--- src/sv/nghs_pkg.sv ---
// ----------------------------------------------------------------------------
// nghs_pkg
// Shared types and constants of the n-gram hash head index session block.
// ----------------------------------------------------------------------------
package nghs_pkg;

    localparam int HEAD_COUNT      = 8;
    localparam int HEADS_PER_NGRAM = 4;
    localparam int STAGED_DEPTH    = 16;

    localparam int HEAD_W   = $clog2(HEAD_COUNT);
    localparam int SADDR_W  = (STAGED_DEPTH > 1) ? $clog2(STAGED_DEPTH) : 1;
    localparam int TOK_W    = 24;
    localparam int VOCAB_W  = 25;
    localparam int MULT_W   = 63;
    localparam int HASH_W   = 64;
    localparam int SIZE_W   = 32;
    localparam int ROW_W    = 35;
    localparam int LIMIT_W  = 5;
    localparam int CNT_W    = 5;
    localparam int DIV_STEPS = HASH_W;
    localparam int DCNT_W   = 7;

    // Register indexes
    localparam logic [2:0] REG_VOCAB_SIZE   = 3'd0;
    localparam logic [2:0] REG_EOS_TOKEN    = 3'd1;
    localparam logic [2:0] REG_MULT_CURRENT = 3'd2;
    localparam logic [2:0] REG_MULT_PREV    = 3'd3;
    localparam logic [2:0] REG_MULT_PREV2   = 3'd4;
    localparam logic [2:0] REG_STAGED_LIMIT = 3'd5;

    typedef enum logic [2:0] {
        KIND_STAGE    = 3'd0,
        KIND_COMMIT   = 3'd1,
        KIND_ROLLBACK = 3'd2,
        KIND_BEGIN    = 3'd3,
        KIND_HEAD_WR  = 3'd4,
        KIND_RESET    = 3'd5
    } t_kind;

    typedef enum logic [1:0] {
        ST_OK    = 2'd0,
        ST_STATE = 2'd1,
        ST_RANGE = 2'd2
    } t_status;

    typedef struct packed {
        logic [2:0]        kind;
        logic [TOK_W-1:0]  token;
        logic [4:0]        accept_count;
        logic [2:0]        head_index;
        logic [SIZE_W-1:0] head_size;
        logic [ROW_W-1:0]  head_offset;
    } t_in;

    typedef struct packed {
        logic [1:0]       status;
        logic [2:0]       head;
        logic [ROW_W-1:0] row;
        logic             last;
    } t_out;

    // Controller to datapath commands
    typedef struct packed {
        logic              load;
        logic              mul;
        logic [3:0]        mul_cnt;
        logic              div_init;
        logic              div_step;
        logic              div_fin;
        logic [HEAD_W-1:0] head;
        logic              fail;
        logic              stage_ok;
        logic              rd1;
        logic              rd2;
        logic              rd3;
        logic              emit;
    } t_cmd;

    // Datapath to controller status
    typedef struct packed {
        logic go_stage;
        logic go_rd;
        logic acc_two;
        logic div_err;
    } t_sts;

endpackage

--- src/sv/ngram_hash_head_index_session.sv ---
// Flow: a stage beat passes the datapath (multiply steps, then each head in turn on the shared
// one-bit-per-cycle remainder unit, one check), then one result beat per head (one beat on a fail).
// Commit with accepted tokens: the result follows the store reads; other beats go straight to it.
// Throughput: one input beat at a time; the next is taken after the last result beat.
// Reset (i_rst_n low, synchronous): session closed, context and registers to defaults.
// ----------------------------------------------------------------------------
// ngram_hash_head_index_session
// N-gram hash embedding row generator with a speculative token session.
// ----------------------------------------------------------------------------
module ngram_hash_head_index_session (
    input  logic           i_clk,
    input  logic           i_rst_n,
    input  logic           i_cfg_we,
    input  logic [2:0]     i_cfg_idx,
    input  logic [62:0]    i_cfg_data,
    input  logic           i_in_valid,
    output logic           o_in_ready,
    input  nghs_pkg::t_in  i_in,
    output logic           o_out_valid,
    input  logic           i_out_ready,
    output nghs_pkg::t_out o_out
);

    nghs_pkg::t_cmd cmd;
    nghs_pkg::t_sts sts;

    // Sequencer
    nghs_ctrl u_ctrl (
        .i_clk       (i_clk),
        .i_rst_n     (i_rst_n),
        .i_in_valid  (i_in_valid),
        .o_in_ready  (o_in_ready),
        .o_out_valid (o_out_valid),
        .i_out_ready (i_out_ready),
        .i_sts       (sts),
        .o_cmd       (cmd)
    );

    // Datapath
    nghs_dp u_dp (
        .i_clk      (i_clk),
        .i_rst_n    (i_rst_n),
        .i_cfg_we   (i_cfg_we),
        .i_cfg_idx  (i_cfg_idx),
        .i_cfg_data (i_cfg_data),
        .i_in       (i_in),
        .i_cmd      (cmd),
        .o_sts      (sts),
        .o_out      (o_out)
    );

endmodule

--- src/sv/nghs_ram.sv ---
// ----------------------------------------------------------------------------
// nghs_ram
// Generic single-write, single-read RAM with registered read data.
// ----------------------------------------------------------------------------
module nghs_ram #(
    parameter int WIDTH = 8,
    parameter int DEPTH = 16
) (
    input  logic                                  i_clk,
    input  logic                                  i_we,
    input  logic [((DEPTH > 1) ? $clog2(DEPTH) : 1)-1:0] i_waddr,
    input  logic [WIDTH-1:0]                      i_wdata,
    input  logic [((DEPTH > 1) ? $clog2(DEPTH) : 1)-1:0] i_raddr,
    output logic [WIDTH-1:0]                      o_rdata
);

    logic [WIDTH-1:0] r_mem [DEPTH];
    logic [WIDTH-1:0] r_rdata;

    // Write port and registered read port
    always_ff @(posedge i_clk) begin
        if (i_we) begin
            r_mem[i_waddr] <= i_wdata;
        end
        r_rdata <= r_mem[i_raddr];
    end

    assign o_rdata = r_rdata;

endmodule

--- src/sv/nghs_ctrl.sv ---
// ----------------------------------------------------------------------------
// nghs_ctrl
// Sequencer: multiply steps, per-head remainder iterations, commit reads
// and result beats.
// ----------------------------------------------------------------------------
module nghs_ctrl (
    input  logic            i_clk,
    input  logic            i_rst_n,
    input  logic            i_in_valid,
    output logic            o_in_ready,
    output logic            o_out_valid,
    input  logic            i_out_ready,
    input  nghs_pkg::t_sts  i_sts,
    output nghs_pkg::t_cmd  o_cmd
);

    typedef enum logic [7:0] {
        S_IDLE = 8'b0000_0001,
        S_MUL  = 8'b0000_0010,
        S_DIV  = 8'b0000_0100,
        S_CHK  = 8'b0000_1000,
        S_RD1  = 8'b0001_0000,
        S_RD2  = 8'b0010_0000,
        S_RD3  = 8'b0100_0000,
        S_RESP = 8'b1000_0000
    } t_state;

    t_state                      r_state, n_state;
    logic [nghs_pkg::DCNT_W-1:0] r_cnt, n_cnt;
    logic [nghs_pkg::HEAD_W-1:0] r_head, n_head;
    logic                        r_emit, n_emit;

    localparam logic [nghs_pkg::DCNT_W-1:0] CNT_FIN =
        nghs_pkg::DCNT_W'(nghs_pkg::DIV_STEPS + 1);
    localparam logic [nghs_pkg::HEAD_W-1:0] HEAD_LAST =
        nghs_pkg::HEAD_W'(nghs_pkg::HEAD_COUNT - 1);
    localparam logic [nghs_pkg::HEAD_W-1:0] HEAD_ONE = nghs_pkg::HEAD_W'(1);

    // Next state and commands
    always_comb begin
        n_state = r_state;
        n_cnt   = r_cnt;
        n_head  = r_head;
        n_emit  = r_emit;
        o_cmd   = '0;
        o_cmd.head    = r_head;
        o_cmd.mul_cnt = r_cnt[3:0];
        o_cmd.emit    = r_emit;
        o_in_ready  = 1'b0;
        o_out_valid = 1'b0;
        unique case (r_state)
            S_IDLE: begin
                o_in_ready = 1'b1;
                if (i_in_valid) begin
                    o_cmd.load = 1'b1;
                    n_cnt  = '0;
                    n_head = '0;
                    n_emit = 1'b0;
                    priority if (i_sts.go_stage) begin
                        n_state = S_MUL;
                    end else if (i_sts.go_rd) begin
                        n_state = S_RD1;
                    end else begin
                        n_state = S_RESP;
                    end
                end
            end
            S_MUL: begin
                o_cmd.mul = 1'b1;
                if (r_cnt == 7'd11) begin
                    n_cnt   = '0;
                    n_state = S_DIV;
                end else begin
                    n_cnt = r_cnt + 7'd1;
                end
            end
            S_DIV: begin
                priority if (r_cnt == '0) begin
                    o_cmd.div_init = 1'b1;
                    n_cnt = r_cnt + 7'd1;
                end else if (r_cnt == CNT_FIN) begin
                    o_cmd.div_fin = 1'b1;
                    n_cnt = '0;
                    if (r_head == HEAD_LAST) begin
                        n_head  = '0;
                        n_state = S_CHK;
                    end else begin
                        n_head = r_head + HEAD_ONE;
                    end
                end else begin
                    o_cmd.div_step = 1'b1;
                    n_cnt = r_cnt + 7'd1;
                end
            end
            S_CHK: begin
                if (i_sts.div_err) begin
                    o_cmd.fail = 1'b1;
                end else begin
                    o_cmd.stage_ok = 1'b1;
                    n_emit = 1'b1;
                end
                n_state = S_RESP;
            end
            S_RD1: begin
                o_cmd.rd1 = 1'b1;
                n_state   = S_RD2;
            end
            S_RD2: begin
                o_cmd.rd2 = 1'b1;
                n_state   = i_sts.acc_two ? S_RD3 : S_RESP;
            end
            S_RD3: begin
                o_cmd.rd3 = 1'b1;
                n_state   = S_RESP;
            end
            S_RESP: begin
                o_out_valid = 1'b1;
                if (i_out_ready) begin
                    if (!r_emit || r_head == HEAD_LAST) begin
                        n_state = S_IDLE;
                        n_head  = '0;
                    end else begin
                        n_head = r_head + HEAD_ONE;
                    end
                end
            end
            default: n_state = S_IDLE;
        endcase
    end

    // Hold state
    always_ff @(posedge i_clk) begin
        if (!i_rst_n) begin
            r_state <= S_IDLE;
            r_cnt   <= '0;
            r_head  <= '0;
            r_emit  <= 1'b0;
        end else begin
            r_state <= n_state;
            r_cnt   <= n_cnt;
            r_head  <= n_head;
            r_emit  <= n_emit;
        end
    end

endmodule

--- src/sv/nghs_dp.sv ---
// ----------------------------------------------------------------------------
// nghs_dp
// Datapath: configuration, session state, staged store, hash multiplier,
// shared restoring divider and row table.
// ----------------------------------------------------------------------------
module nghs_dp (
    input  logic                  i_clk,
    input  logic                  i_rst_n,
    input  logic                  i_cfg_we,
    input  logic [2:0]            i_cfg_idx,
    input  logic [62:0]           i_cfg_data,
    input  nghs_pkg::t_in         i_in,
    input  nghs_pkg::t_cmd        i_cmd,
    output nghs_pkg::t_sts        o_sts,
    output nghs_pkg::t_out        o_out
);

    localparam int TW = nghs_pkg::TOK_W;
    localparam logic [nghs_pkg::ROW_W:0] ROW_MAX = {1'b0, {nghs_pkg::ROW_W{1'b1}}};

    // Configuration
    logic [nghs_pkg::VOCAB_W-1:0] r_vocab;
    logic [TW-1:0]                r_eos;
    logic [nghs_pkg::MULT_W-1:0]  r_mc, r_mp, r_mp2;
    logic [nghs_pkg::LIMIT_W-1:0] r_limit;

    // Session state
    logic                         r_open;
    logic [nghs_pkg::CNT_W-1:0]   r_count;
    logic [TW-1:0]                r_cprev, r_cprev2, r_slast, r_slast2;
    logic [nghs_pkg::SIZE_W-1:0]  r_hsize [nghs_pkg::HEAD_COUNT];
    logic [nghs_pkg::ROW_W-1:0]   r_hoff  [nghs_pkg::HEAD_COUNT];

    // Item and work registers
    logic [4:0]                   r_accept;
    logic [1:0]                   r_status;
    logic [TW-1:0]                r_cur, r_prev, r_older;
    logic [55:0]                  r_pp;
    logic [nghs_pkg::HASH_W-1:0]  r_acc, r_big, r_tri, r_shift;
    logic [nghs_pkg::SIZE_W-1:0]  r_rem;
    logic                         r_err;
    logic [nghs_pkg::ROW_W-1:0]   r_rows [nghs_pkg::HEAD_COUNT];

    // Context of a stage beat
    logic [TW-1:0] ctx_prev, ctx_prev2, ctx_older;
    logic          cap_fail, voc_fail;
    always_comb begin
        ctx_prev  = (r_count >= 5'd1) ? r_slast : r_cprev;
        priority if (r_count >= 5'd2) begin
            ctx_prev2 = r_slast2;
        end else if (r_count == 5'd1) begin
            ctx_prev2 = r_cprev;
        end else begin
            ctx_prev2 = r_cprev2;
        end
        ctx_older = (ctx_prev == r_eos || ctx_prev2 == r_eos) ? r_eos : ctx_prev2;
        cap_fail  = (r_count >= r_limit) ||
                    (32'(r_count) >= nghs_pkg::STAGED_DEPTH);
        voc_fail  = ({1'b0, i_in.token} >= r_vocab) || ({1'b0, ctx_prev} >= r_vocab) ||
                    ({1'b0, ctx_prev2} >= r_vocab);
    end

    // Load decision
    logic [1:0] ld_status;
    logic       ld_stage, ld_rd;
    always_comb begin
        ld_status = nghs_pkg::ST_OK;
        ld_stage  = 1'b0;
        ld_rd     = 1'b0;
        unique case (i_in.kind)
            nghs_pkg::KIND_STAGE: begin
                priority if (!r_open) ld_status = nghs_pkg::ST_STATE;
                else if (cap_fail || voc_fail) ld_status = nghs_pkg::ST_RANGE;
                else ld_stage = 1'b1;
            end
            nghs_pkg::KIND_COMMIT: begin
                priority if (!r_open) ld_status = nghs_pkg::ST_STATE;
                else if (i_in.accept_count > r_count) ld_status = nghs_pkg::ST_RANGE;
                else ld_rd = (i_in.accept_count != 5'd0);
            end
            nghs_pkg::KIND_ROLLBACK: begin
                if (!r_open) ld_status = nghs_pkg::ST_STATE;
            end
            nghs_pkg::KIND_BEGIN: begin
                if (r_open) ld_status = nghs_pkg::ST_STATE;
            end
            nghs_pkg::KIND_HEAD_WR: begin
                if (32'(i_in.head_index) >= nghs_pkg::HEAD_COUNT) begin
                    ld_status = nghs_pkg::ST_RANGE;
                end
            end
            nghs_pkg::KIND_RESET: begin
                if (r_open) ld_status = nghs_pkg::ST_STATE;
            end
            default: ld_status = nghs_pkg::ST_RANGE;
        endcase
    end

    assign o_sts.go_stage = ld_stage;
    assign o_sts.go_rd    = ld_rd;
    assign o_sts.acc_two  = (r_accept >= 5'd2);
    assign o_sts.div_err  = r_err;

    // Multiply step operands
    logic [1:0]                  m_term;
    logic                        m_half;
    logic [TW-1:0]               m_tok;
    logic [nghs_pkg::MULT_W-1:0] m_mult;
    logic [31:0]                 m_op;
    logic [nghs_pkg::HASH_W-1:0] m_prod;
    always_comb begin
        m_term = i_cmd.mul_cnt[3:2];
        m_half = i_cmd.mul_cnt[1];
        unique case (m_term)
            2'd0:    begin m_tok = r_cur;   m_mult = r_mc;  end
            2'd1:    begin m_tok = r_prev;  m_mult = r_mp;  end
            default: begin m_tok = r_older; m_mult = r_mp2; end
        endcase
        m_op   = m_half ? {1'b0, m_mult[62:32]} : m_mult[31:0];
        m_prod = r_acc + {r_pp[31:0], 32'd0};
    end

    // Divider step
    logic [nghs_pkg::HASH_W-1:0] d_hash;
    logic [nghs_pkg::SIZE_W:0]   d_trial;
    logic [nghs_pkg::ROW_W:0]    d_row;
    always_comb begin
        d_hash  = (32'(i_cmd.head) < nghs_pkg::HEADS_PER_NGRAM) ? r_big : r_tri;
        d_trial = {r_rem, r_shift[nghs_pkg::HASH_W-1]};
        d_row   = {1'b0, r_hoff[i_cmd.head]} + {4'd0, r_rem};
    end

    // Staged store
    logic [nghs_pkg::SADDR_W-1:0] ram_raddr;
    logic [TW-1:0]                ram_rdata;
    logic [4:0]                   rd_idx;
    assign rd_idx    = i_cmd.rd1 ? (r_accept - 5'd1) : (r_accept - 5'd2);
    assign ram_raddr = rd_idx[nghs_pkg::SADDR_W-1:0];

    nghs_ram #(
        .WIDTH(TW),
        .DEPTH(nghs_pkg::STAGED_DEPTH)
    ) u_store (
        .i_clk   (i_clk),
        .i_we    (i_cmd.stage_ok),
        .i_waddr (r_count[nghs_pkg::SADDR_W-1:0]),
        .i_wdata (r_cur),
        .i_raddr (ram_raddr),
        .o_rdata (ram_rdata)
    );

    // Configuration and control state
    always_ff @(posedge i_clk) begin
        if (!i_rst_n) begin
            r_vocab  <= 25'h100_0000;
            r_eos    <= '0;
            r_mc     <= 63'd1;
            r_mp     <= 63'd1;
            r_mp2    <= 63'd1;
            r_limit  <= 5'd16;
            r_open   <= 1'b0;
            r_count  <= '0;
            r_cprev  <= '0;
            r_cprev2 <= '0;
        end else begin
            if (i_cfg_we) begin
                unique case (i_cfg_idx)
                    nghs_pkg::REG_VOCAB_SIZE:   r_vocab <= i_cfg_data[24:0];
                    nghs_pkg::REG_EOS_TOKEN:    r_eos   <= i_cfg_data[23:0];
                    nghs_pkg::REG_MULT_CURRENT: r_mc    <= i_cfg_data;
                    nghs_pkg::REG_MULT_PREV:    r_mp    <= i_cfg_data;
                    nghs_pkg::REG_MULT_PREV2:   r_mp2   <= i_cfg_data;
                    nghs_pkg::REG_STAGED_LIMIT: r_limit <= i_cfg_data[4:0];
                    default: ;
                endcase
            end
            if (i_cmd.load && ld_status == nghs_pkg::ST_OK) begin
                unique case (i_in.kind)
                    nghs_pkg::KIND_COMMIT, nghs_pkg::KIND_ROLLBACK: begin
                        r_open  <= 1'b0;
                        r_count <= '0;
                    end
                    nghs_pkg::KIND_BEGIN: begin
                        r_open  <= 1'b1;
                        r_count <= '0;
                    end
                    nghs_pkg::KIND_RESET: begin
                        r_cprev  <= r_eos;
                        r_cprev2 <= r_eos;
                        r_count  <= '0;
                    end
                    default: ;
                endcase
            end
            if (i_cmd.stage_ok) begin
                r_count <= r_count + 5'd1;
            end
            // Shift accepted prefix into the committed pair
            if (i_cmd.rd2) begin
                r_cprev <= ram_rdata;
                if (r_accept == 5'd1) begin
                    r_cprev2 <= r_cprev;
                end
            end
            if (i_cmd.rd3) begin
                r_cprev2 <= ram_rdata;
            end
        end
    end

    // Payload and work registers
    always_ff @(posedge i_clk) begin
        if (i_cmd.load) begin
            r_accept <= i_in.accept_count;
            r_status <= ld_status;
            r_cur    <= i_in.token;
            r_prev   <= ctx_prev;
            r_older  <= ctx_older;
            r_err    <= 1'b0;
            if (i_in.kind == nghs_pkg::KIND_HEAD_WR && ld_status == nghs_pkg::ST_OK) begin
                r_hsize[i_in.head_index[nghs_pkg::HEAD_W-1:0]] <= i_in.head_size;
                r_hoff[i_in.head_index[nghs_pkg::HEAD_W-1:0]]  <= i_in.head_offset;
            end
        end
        if (i_cmd.stage_ok) begin
            r_slast2 <= r_slast;
            r_slast  <= r_cur;
            r_status <= nghs_pkg::ST_OK;
        end
        if (i_cmd.fail) begin
            r_status <= nghs_pkg::ST_RANGE;
        end
        // Multiply then accumulate, one partial product at a time
        if (i_cmd.mul) begin
            if (!i_cmd.mul_cnt[0]) begin
                r_pp <= m_tok * m_op;
            end else if (!m_half) begin
                r_acc <= {8'd0, r_pp};
            end else begin
                unique case (m_term)
                    2'd0:    r_big <= m_prod;
                    2'd1:    r_big <= r_big ^ m_prod;
                    default: r_tri <= r_big ^ m_prod;
                endcase
            end
        end
        // Restoring remainder, one bit per cycle
        if (i_cmd.div_init) begin
            r_shift <= d_hash;
            r_rem   <= '0;
            if (r_hsize[i_cmd.head] == '0) begin
                r_err <= 1'b1;
            end
        end
        if (i_cmd.div_step) begin
            r_shift <= {r_shift[nghs_pkg::HASH_W-2:0], 1'b0};
            if (d_trial >= {1'b0, r_hsize[i_cmd.head]}) begin
                r_rem <= nghs_pkg::SIZE_W'(d_trial - {1'b0, r_hsize[i_cmd.head]});
            end else begin
                r_rem <= d_trial[nghs_pkg::SIZE_W-1:0];
            end
        end
        if (i_cmd.div_fin) begin
            r_rows[i_cmd.head] <= d_row[nghs_pkg::ROW_W-1:0];
            if (d_row > ROW_MAX) begin
                r_err <= 1'b1;
            end
        end
    end

    // Result beat
    always_comb begin
        o_out.status = r_status;
        o_out.head   = i_cmd.emit ? i_cmd.head : '0;
        o_out.row    = i_cmd.emit ? r_rows[i_cmd.head] : '0;
        o_out.last   = !i_cmd.emit ||
                       (32'(i_cmd.head) == nghs_pkg::HEAD_COUNT - 1);
    end

endmodule

--- config.mk ---
export PLATFORM = sky130hd
export DESIGN_NAME = ngram_hash_head_index_session
export DESIGN_NICKNAME = d
export VERILOG_FILES = /design/src/sv/nghs_pkg.sv /design/src/sv/ngram_hash_head_index_session.sv /design/src/sv/nghs_ram.sv /design/src/sv/nghs_ctrl.sv /design/src/sv/nghs_dp.sv
export SDC_FILE = /design/constraint.sdc
export NUM_CORES = 2
export LEC_CHECK = 0
export BUFFER_PORTS_ARGS = -buffer_cell sky130_fd_sc_hd__buf_4
export CELL_PAD_IN_SITES_DETAIL_PLACEMENT = 1
export CELL_PAD_IN_SITES_GLOBAL_PLACEMENT = 1
export CORE_UTILIZATION = 30
export CTS_CLUSTER_SIZE = 30
export DETAILED_ROUTE_END_ITERATION = 10
export PLACE_DENSITY_LB_ADDON = 0.12
export RECOVER_POWER = 50
export SYNTH_ARGS = -nofsm -noshare
export SYNTH_HDL_FRONTEND = slang
export SYNTH_HIERARCHICAL = 1
export SYNTH_SLANG_ARGS = --single-unit
--- constraint.sdc ---
create_clock -name i_clk -period 14.3 [get_ports i_clk]
set_input_delay 0.715 -clock i_clk [delete_from_list [all_inputs] [get_ports i_clk]]
set_output_delay 0.715 -clock i_clk [all_outputs]
set_load 0.005 [all_outputs]
==> Word level (Yosys, flattened, before mapping) <==
Memories as Yosys holds them, arrays and structs flattened. A register that Yosys moved wholly into a read port is not among the register bits.
Index checks and enable logic that the tools add are counted.
{ "totals": {"register_bits": 780, "ramBits": 1200, "output_inout_bits": 43, "memories": 4} }
{ "op_classes": {"addsub": 8, "multipliers": 1, "magnitude_cmp": 12, "n_eq_ne": 34, "muxes": 104, "n_bitwise": 4, "n_reduce_logical": 50} }
{ "mem_list": {"columns": ["memory", "words", "width", "rd", "rd_clocked_by_memory_dff", "wr", "line", "rtl"], "rows": [
  ["u_dp.u_store.r_mem", 16, 24, 1, 1, 1, "nghs_ram.sv:17", "logic [WIDTH-1:0] r_mem [DEPTH];"],
  ["u_dp.r_hoff", 8, 35, 1, 1, 1, "nghs_dp.sv:32", "logic [nghs_pkg::ROW_W-1:0] r_hoff [nghs_pkg::HEAD_COUNT];"],
  ["u_dp.r_rows", 8, 35, 1, 1, 1, "nghs_dp.sv:42", "logic [nghs_pkg::ROW_W-1:0] r_rows [nghs_pkg::HEAD_COUNT];"],
  ["u_dp.r_hsize", 8, 32, 1, 1, 1, "nghs_dp.sv:31", "logic [nghs_pkg::SIZE_W-1:0] r_hsize [nghs_pkg::HEAD_COUNT];"]
]} }
{ "ops": {"columns": ["op", "n"], "rows": [
  ["$mux W24", 12],
  ["$mux W64", 3],
  ["$mux W32", 4],
  ["$pmux W64 S2", 1],
  ["$pmux W63 S2", 1],
  ["$mux W8", 10],
  ["$ge A24 B25 Y1", 3],
  ["$add A56 B64 Y64", 1],
  ["$xor A64 B64 Y64", 1],
  ["$mul A24 B32 Y56", 1],
  ["$pmux W8 S7", 1],
  ["$eq A24 B24 Y1", 2],
  ["$pmux W24 S2", 1],
  ["$mux W3", 14],
  ["$add A35 B32 Y36", 1],
  ["$gt A36 B35 Y1 const B", 1],
  ["$mux W1", 35],
  ["$mux W35", 1],
  ["$ge A33 B32 Y1", 1],
  ["$logic_not A32 Y1", 1],
  ["$sub A32 B32 Y32", 1],
  ["$mux W7", 4],
  ["$reduce_and A2 Y1", 11],
  ["$pmux W7 S3", 1],
  ["other kinds (50)", 101]
]} }

==> Logic depth before layout (Yosys ltp) <==
{ "depth": {"depth_word": 15, "depth_mapped": 34, "ltp_nobuf": 29} }

==> By module <==
The synthesis kept the hierarchy.
{ "modules_own_cells": {"columns": ["module", "n_inst", "cells_per_inst", "area_each_um2"], "rows": [
  ["nghs_dp", 1, 8014, 93632.3],
  ["nghs_ram", 1, 636, 14930.6],
  ["nghs_ctrl", 1, 162, 1351.3]
]} }

==> Worst setup path after synthesis <==
OpenSTA, ideal clock, no wires.
{ "synth_path": {"path_kind": "flip-flop to flip-flop", "startpoint": "register u_ctrl.r_state[3]", "endpoint": "memory u_dp/r_hoff[0][0] in the netlist's numbering (enable)", "arrival_ps": 8556, "required_time_ps": 13725, "setup_slack_ps": 5169, "stages_incl_launch_ff": 9, "path_buffers": 1, "path_cell_list": "dfxtp_1 > buf_6 > nor4_1 > nand4b_1 > inv_1 > and2_1 > nand2_1 > or4_1 > nor3_1"} }
{ "synth_rtl": {"columns": ["element", "line", "rtl"], "rows": [
  ["start, declared", "nghs_ctrl.sv:28", "t_state r_state, n_state;"],
  ["start signal, assigned", "nghs_ctrl.sv:139", "r_state <= n_state;"],
  ["end, declared", "nghs_dp.sv:32", null]
]} }

==> Final worst setup path <==
{ "layout_path": {"startpoint": "register u_ctrl/r_cnt[2] in the netlist's numbering", "endpoint": "register u_dp.r_pp[48], data pin"} }
{ "layout_via": {"elab_chain_cells": 4, "word_cells_on_any_way": 6, "cone_classes": "mul: 1; eq/ne: 1; mux: 3; reduce/logical: 1"} }
{ "layout_lines": {"columns": ["element", "line", "rtl"], "rows": [
  ["start, declared", "nghs_ctrl.sv:29", "logic [nghs_pkg::DCNT_W-1:0] r_cnt, n_cnt;"],
  ["start signal, assigned", "nghs_ctrl.sv:140", "r_cnt <= n_cnt;"],
  ["$eq A2 B1 Y1 or $logic_not A2 Y1 (tied branches)", "nghs_dp.sv:114", "unique case (m_term)"],
  ["$pmux W63 S2", "nghs_dp.sv:114", null],
  ["$mux W32", "nghs_dp.sv:119", "m_op = m_half ? {1'b0, m_mult[62:32]} : m_mult[31:0];"],
  ["$mul A24 B32 Y56 *", "nghs_dp.sv:236", "r_pp <= m_tok * m_op;"],
  ["end signal, assigned", "nghs_dp.sv:236", null],
  ["end, declared", "nghs_dp.sv:38", "logic [55:0] r_pp;"]
]} }
Every way passes the cells marked *; elsewhere a longest branch is shown, timed or not.
A chain may end at the register's enable or synchronous reset.

==> impl_summary.txt <==
----------------------------------------------------
[Run status]
  Result of the run ... finished with violations
  Violated checks ... max-capacitance violations, max-slew violations

[Clock tree]
  Clock root buffer master ... clkbuf_16
  Number of sinks on the clock net ... 2004
  Total CTS buffers ... 233
  Clock slew at reported path FFs ... 0.06 ns
  Number of H-tree levels ... 4
  Clock insertion delay at the later pin of the skew report ... 0.96 ns
  Post CTS Setup Buffer Count ... 0
  Number of gates resized after cts ... 0
  Deepest clock path buffer count ... 4
  CTS tree ... built

[Timing]
  Final setup violating endpoints ... 0
  Total negative setup slack ... 0 ns
  Fraction of the cycle the final worst path needs ... 0.7703
  Unrepaired setup endpoints after global routing ... no
  Total count of max-transition violations in the final report ... about 780
  Final Skew ... 0.1147 ns
  Setup slack after layout ... between 3 and 4 ns
  Slew of the pin with the lowest slew margin ... 4.143 ns
  Minimum clock period ... between 10 and 15 ns
  Timing-limited maximum frequency ... about 0.091 GHz
  Normalized max-slew margin ... -1.762
  Hold Vio Cnt, Final ... 0
  Worst hold slack after final layout ... 0.07623 ns

[Critical path]
  CP Class ... reg2reg
  Launching element type of the critical path ... flip-flop
  FF-to-FF Start ... u_ctrl/r_cnt[2]
  Largest fanout of any net on the critical path ... 40
  Setup slack of the worst register-to-register path ... 3.28 ns
  Crit path DAT ... around 12 ns
  Endpoint of the lowest-slack register-to-register path ... u_dp/r_pp[48]
  Critical path launch point ... u_ctrl/r_cnt[2]
  Critical Path End Type ... flip-flop
  Required time of the critical path ... about 15 ns
  Worst setup endpoint ... u_dp/r_pp[48]
  Number of cells on the worst reg-to-reg path ... 27

[Global route]
  Largest net degree at the start of global routing ... 143
  Initial antenna violation count ... 39
  Total global routing track utilization ... 0.2012
  Total gr overflow ... 0
  Wire length of the first global-routing pass ... 546400 µm
  Number of global-route vias before repair ... about 77000

[Yosys]
  Post-synth EDFFs ... roughly 1700
  Post-synthesis cell area ... about 0.11 mm²
  Sequential-to-total area share from yosys stat ... 0.5162
  Predominant post-synthesis flop cell ... edfxtp_1
  Average cell area after synthesis ... 12.47 µm²
  Fraction of post-synthesis cell area in the top cell type by area ... 0.4535
  Ranking of synthesized cells by area ... edfxtp_1 (45%), fa_1 (12%), dfxtp_1 (6.3%), mux4_2 (6.2%), nand2_1 (4.4%)
  Synthesized netlist cell count ... 8812
  Unique cell type count in the Yosys netlist ... 90
  Number of nets in the synthesized netlist ... 10010
  Yosys warning total ... 6
  Cell taking the most area after synthesis ... edfxtp_1
  Post-synthesis async set-or-reset flop share ... 0
  FF+latch count, synth ... between 2000 and 2500

[Route]
  Number of search-and-repair iterations in the first detailed-routing pass ... 5
  Overall routed net length ... 377200 µm
  Post-detailed-route DRC marker count ... 0
  Vias per cell ... 5.013
  Total number of vias ... 70520
  Iteration-0 DRC count of the detailed router ... about 4300
  Detail-routed net length per standard cell ... approximately 27 µm
  Number of antenna-violating nets in the routed design ... 0

[Power]
  Total Power ... 14.00 mW
  Max IR drop VDD ... 0.0001074 V
  Static leakage ... 45.59 nW
  Ratio of total power to cell area ... approximately 110 mW/mm²

[Floorplan]
  Total die area ... 0.3688 mm²
  Number of placed I/O pins ... about 220
  Core Footprint ... 0.3636 mm²
  Row Count ... 221
  Height of the chip ... 607.3 µm
  Initial cell density of the core ... 0.3023
  Die Width ... 607.3 µm

[Cells and area]
  Nets@finish ... 10270
  Top library cells by usage in the layout, fill and taps aside ... edfxtp_1 (1660), nand2_1 (1280), inv_1 (803), fa_1 (661), nor2_1 (589)
  Most frequent standard cell in the layout excluding fill and tap cells ... edfxtp_1
  Area growth from synthesis to layout ... 14.40%
  Share of layout cells above drive strength 1 ... 0.1195
  Non-filler instance count after layout ... 14070

[Placed design]
  GPL Wtd Cong ... 0.8436
  Inst Count DP ... 13540
  Post-DP HPWL ... about 260000 µm
  Worst slack after detailed placement ... around 3.8 ns
  Count of buffers from port buffering ... between 200 and 250

[Hold path]
  Worst min path class ... in2reg
  Cell depth of the worst min-delay path ... 3

[Job]
  Max-Cap Viols ... 23

----------------------------------------------------
## metrics by stage
stage          instance area (µm²)    util
2_1_floorplan               109900       -
4_1_cts                     126200  0.3472
3_5_place_dp                117700  0.3237
5_1_grt                     125700  0.3458
6_report                    125700  0.3458
3_3_place_gp                117700  0.3237
## worst max-delay path, cell delays in order (launching register included)
cell and delay, ns:
dfxtp_1 1.47, buf_4 0.81, mux2i_1 0.50, nand2_1 0.13
o211ai_1 0.19, o31a_1 0.74, nor2_1 0.14, fa_1 0.52
fa_1 0.57, inv_1 0.07, fa_1 0.51, fa_1 0.53
inv_1 0.06, fa_1 0.49, fa_1 0.50, inv_1 0.06
fa_1 0.48, inv_1 0.05, ha_1 0.41, and3_1 0.30
o2bb2ai_1 0.17, a221oi_1 0.29, o21ai_0 0.16, o21ai_0 0.51
o21ai_0 0.29, a31oi_1 0.35, mux2i_1 0.23, o2111ai_1 0.13
## layout make-up
| class | count | area, µm² |
|---|---|---|
| Clock inverter | 139 | 1509 |
| Inverter | 807 | 3038 |
| Fill cell | 38570 | 237900 |
| Sequential cell | 2004 | 56750 |
| Antenna cell | 7 | 17.52 |
| Timing Repair Buffer | 478 | 3402 |
| Tap cell | 4794 | 5998 |
| Clock buffer | 297 | 6192 |
| Multi-Input combinational cell | 5542 | 48830 |
## worst min-delay path by stage
| stage | slack, ns | endpoint | from |
|---|---|---|---|
| floorplan | 0.40 | u_dp/r_acc[32] | u_dp/r_pp[32] |
| global placement | 0.41 | u_dp/r_acc[38] | u_dp/r_pp[38] |
| detailed placement | 0.41 | u_dp/r_acc[38] | u_dp/r_pp[38] |
| CTS | 0.001 | u_dp/r_accept[4] | i_in[74] |
| global route | 0.04 | u_dp/r_mp[33] | i_cfg_data[33] |
| finish | 0.08 | u_dp/r_mp[29] | i_cfg_data[29] |
## cells by family after synthesis
kind of cell | Yosys count | share of synthesized area
AO/OA/AOI/OAI | 1213 | 0.06864
multiplexers | 624 | 0.09270
flip-flops | 2004 | 0.5162
AND/OR/NAND/NOR | 2379 | 0.09189
XOR/XNOR | 300 | 0.02391
buffers and inverters | 1266 | 0.04476
adder cells (fa/ha/maj) | 1026 | 0.1619
## state kept, by name (all words and copies together) (netlist names), 25 cells and up
name	count
u_dp/r_big	64
u_dp/r_mp2	63
u_dp/r_hsize	256
u_dp/r_mp	63
u_dp/r_hoff	280
u_dp/r_pp	56
u_dp/u_store/r_mem	384
u_dp/r_tri	64
u_dp/r_rem	32
u_dp/r_rows	280
u_dp/r_mc	63
u_dp/r_acc	56
u_dp/r_shift	64
u_dp/r_vocab	25
## per-layer routing
layer  vias to the layer above  part of all wire  GRT usage
met1                     37390              0.46     0.2771
met5                         -          0.000072          0
li1                      31330                 -          -
met4                         4             0.022    0.04656
met2                      1359              0.48     0.3412
met3                       439             0.036    0.01976
## where the power goes
group / switching (mW) / leakage (nW) / internal [mW] / total (mW)
sequential: 0.112 / 17.9 / 6.42 / 6.53
combinational: 0.953 / 24.0 / 0.473 / 1.43
clock: 2.52 / 3.74 / 3.52 / 6.04
total: 3.59 / 45.6 / 10.4 / 14.0
## Yosys cell counts (8+ instances only)
cell type and count:
nand4_1 40, buf_6 9, buf_4 9, a22oi_1 50, nor2b_1 105, buf_2 27, mux4_2 301, fa_1 661
a21oi_1 445, nand2b_1 59, inv_1 803, nand2_1 1282, nand3_1 95, mux2i_1 242, dfxtp_1 344, buf_1 56
nor2_1 618, a211o_1 12, o21a_1 50, ha_1 365, and4_1 9, clkbuf_1 356, o31ai_1 46, a311oi_1 10
xor2_1 126, xnor2_1 174, and2_1 29, and3_1 27, or4_1 8, edfxtp_1 1660, nor4_1 23, a211oi_1 63
o211ai_1 47, o21ai_0 244, mux2_2 61, or2_2 8, a21o_1 82, o21ai_1 12, mux2_4 20, o31a_1 32
nor3_1 33, o21bai_1 15, a31oi_1 24
## timing repair
| item | 4_1_cts | 5_1_grt |
|---|---|---|
| hold endpoints to repair | 552 | 0 |
| hold buffers | 83 | 0 |
| setup endpoints to repair | 0 | 0 |
(Power assumes the default switching activity.)
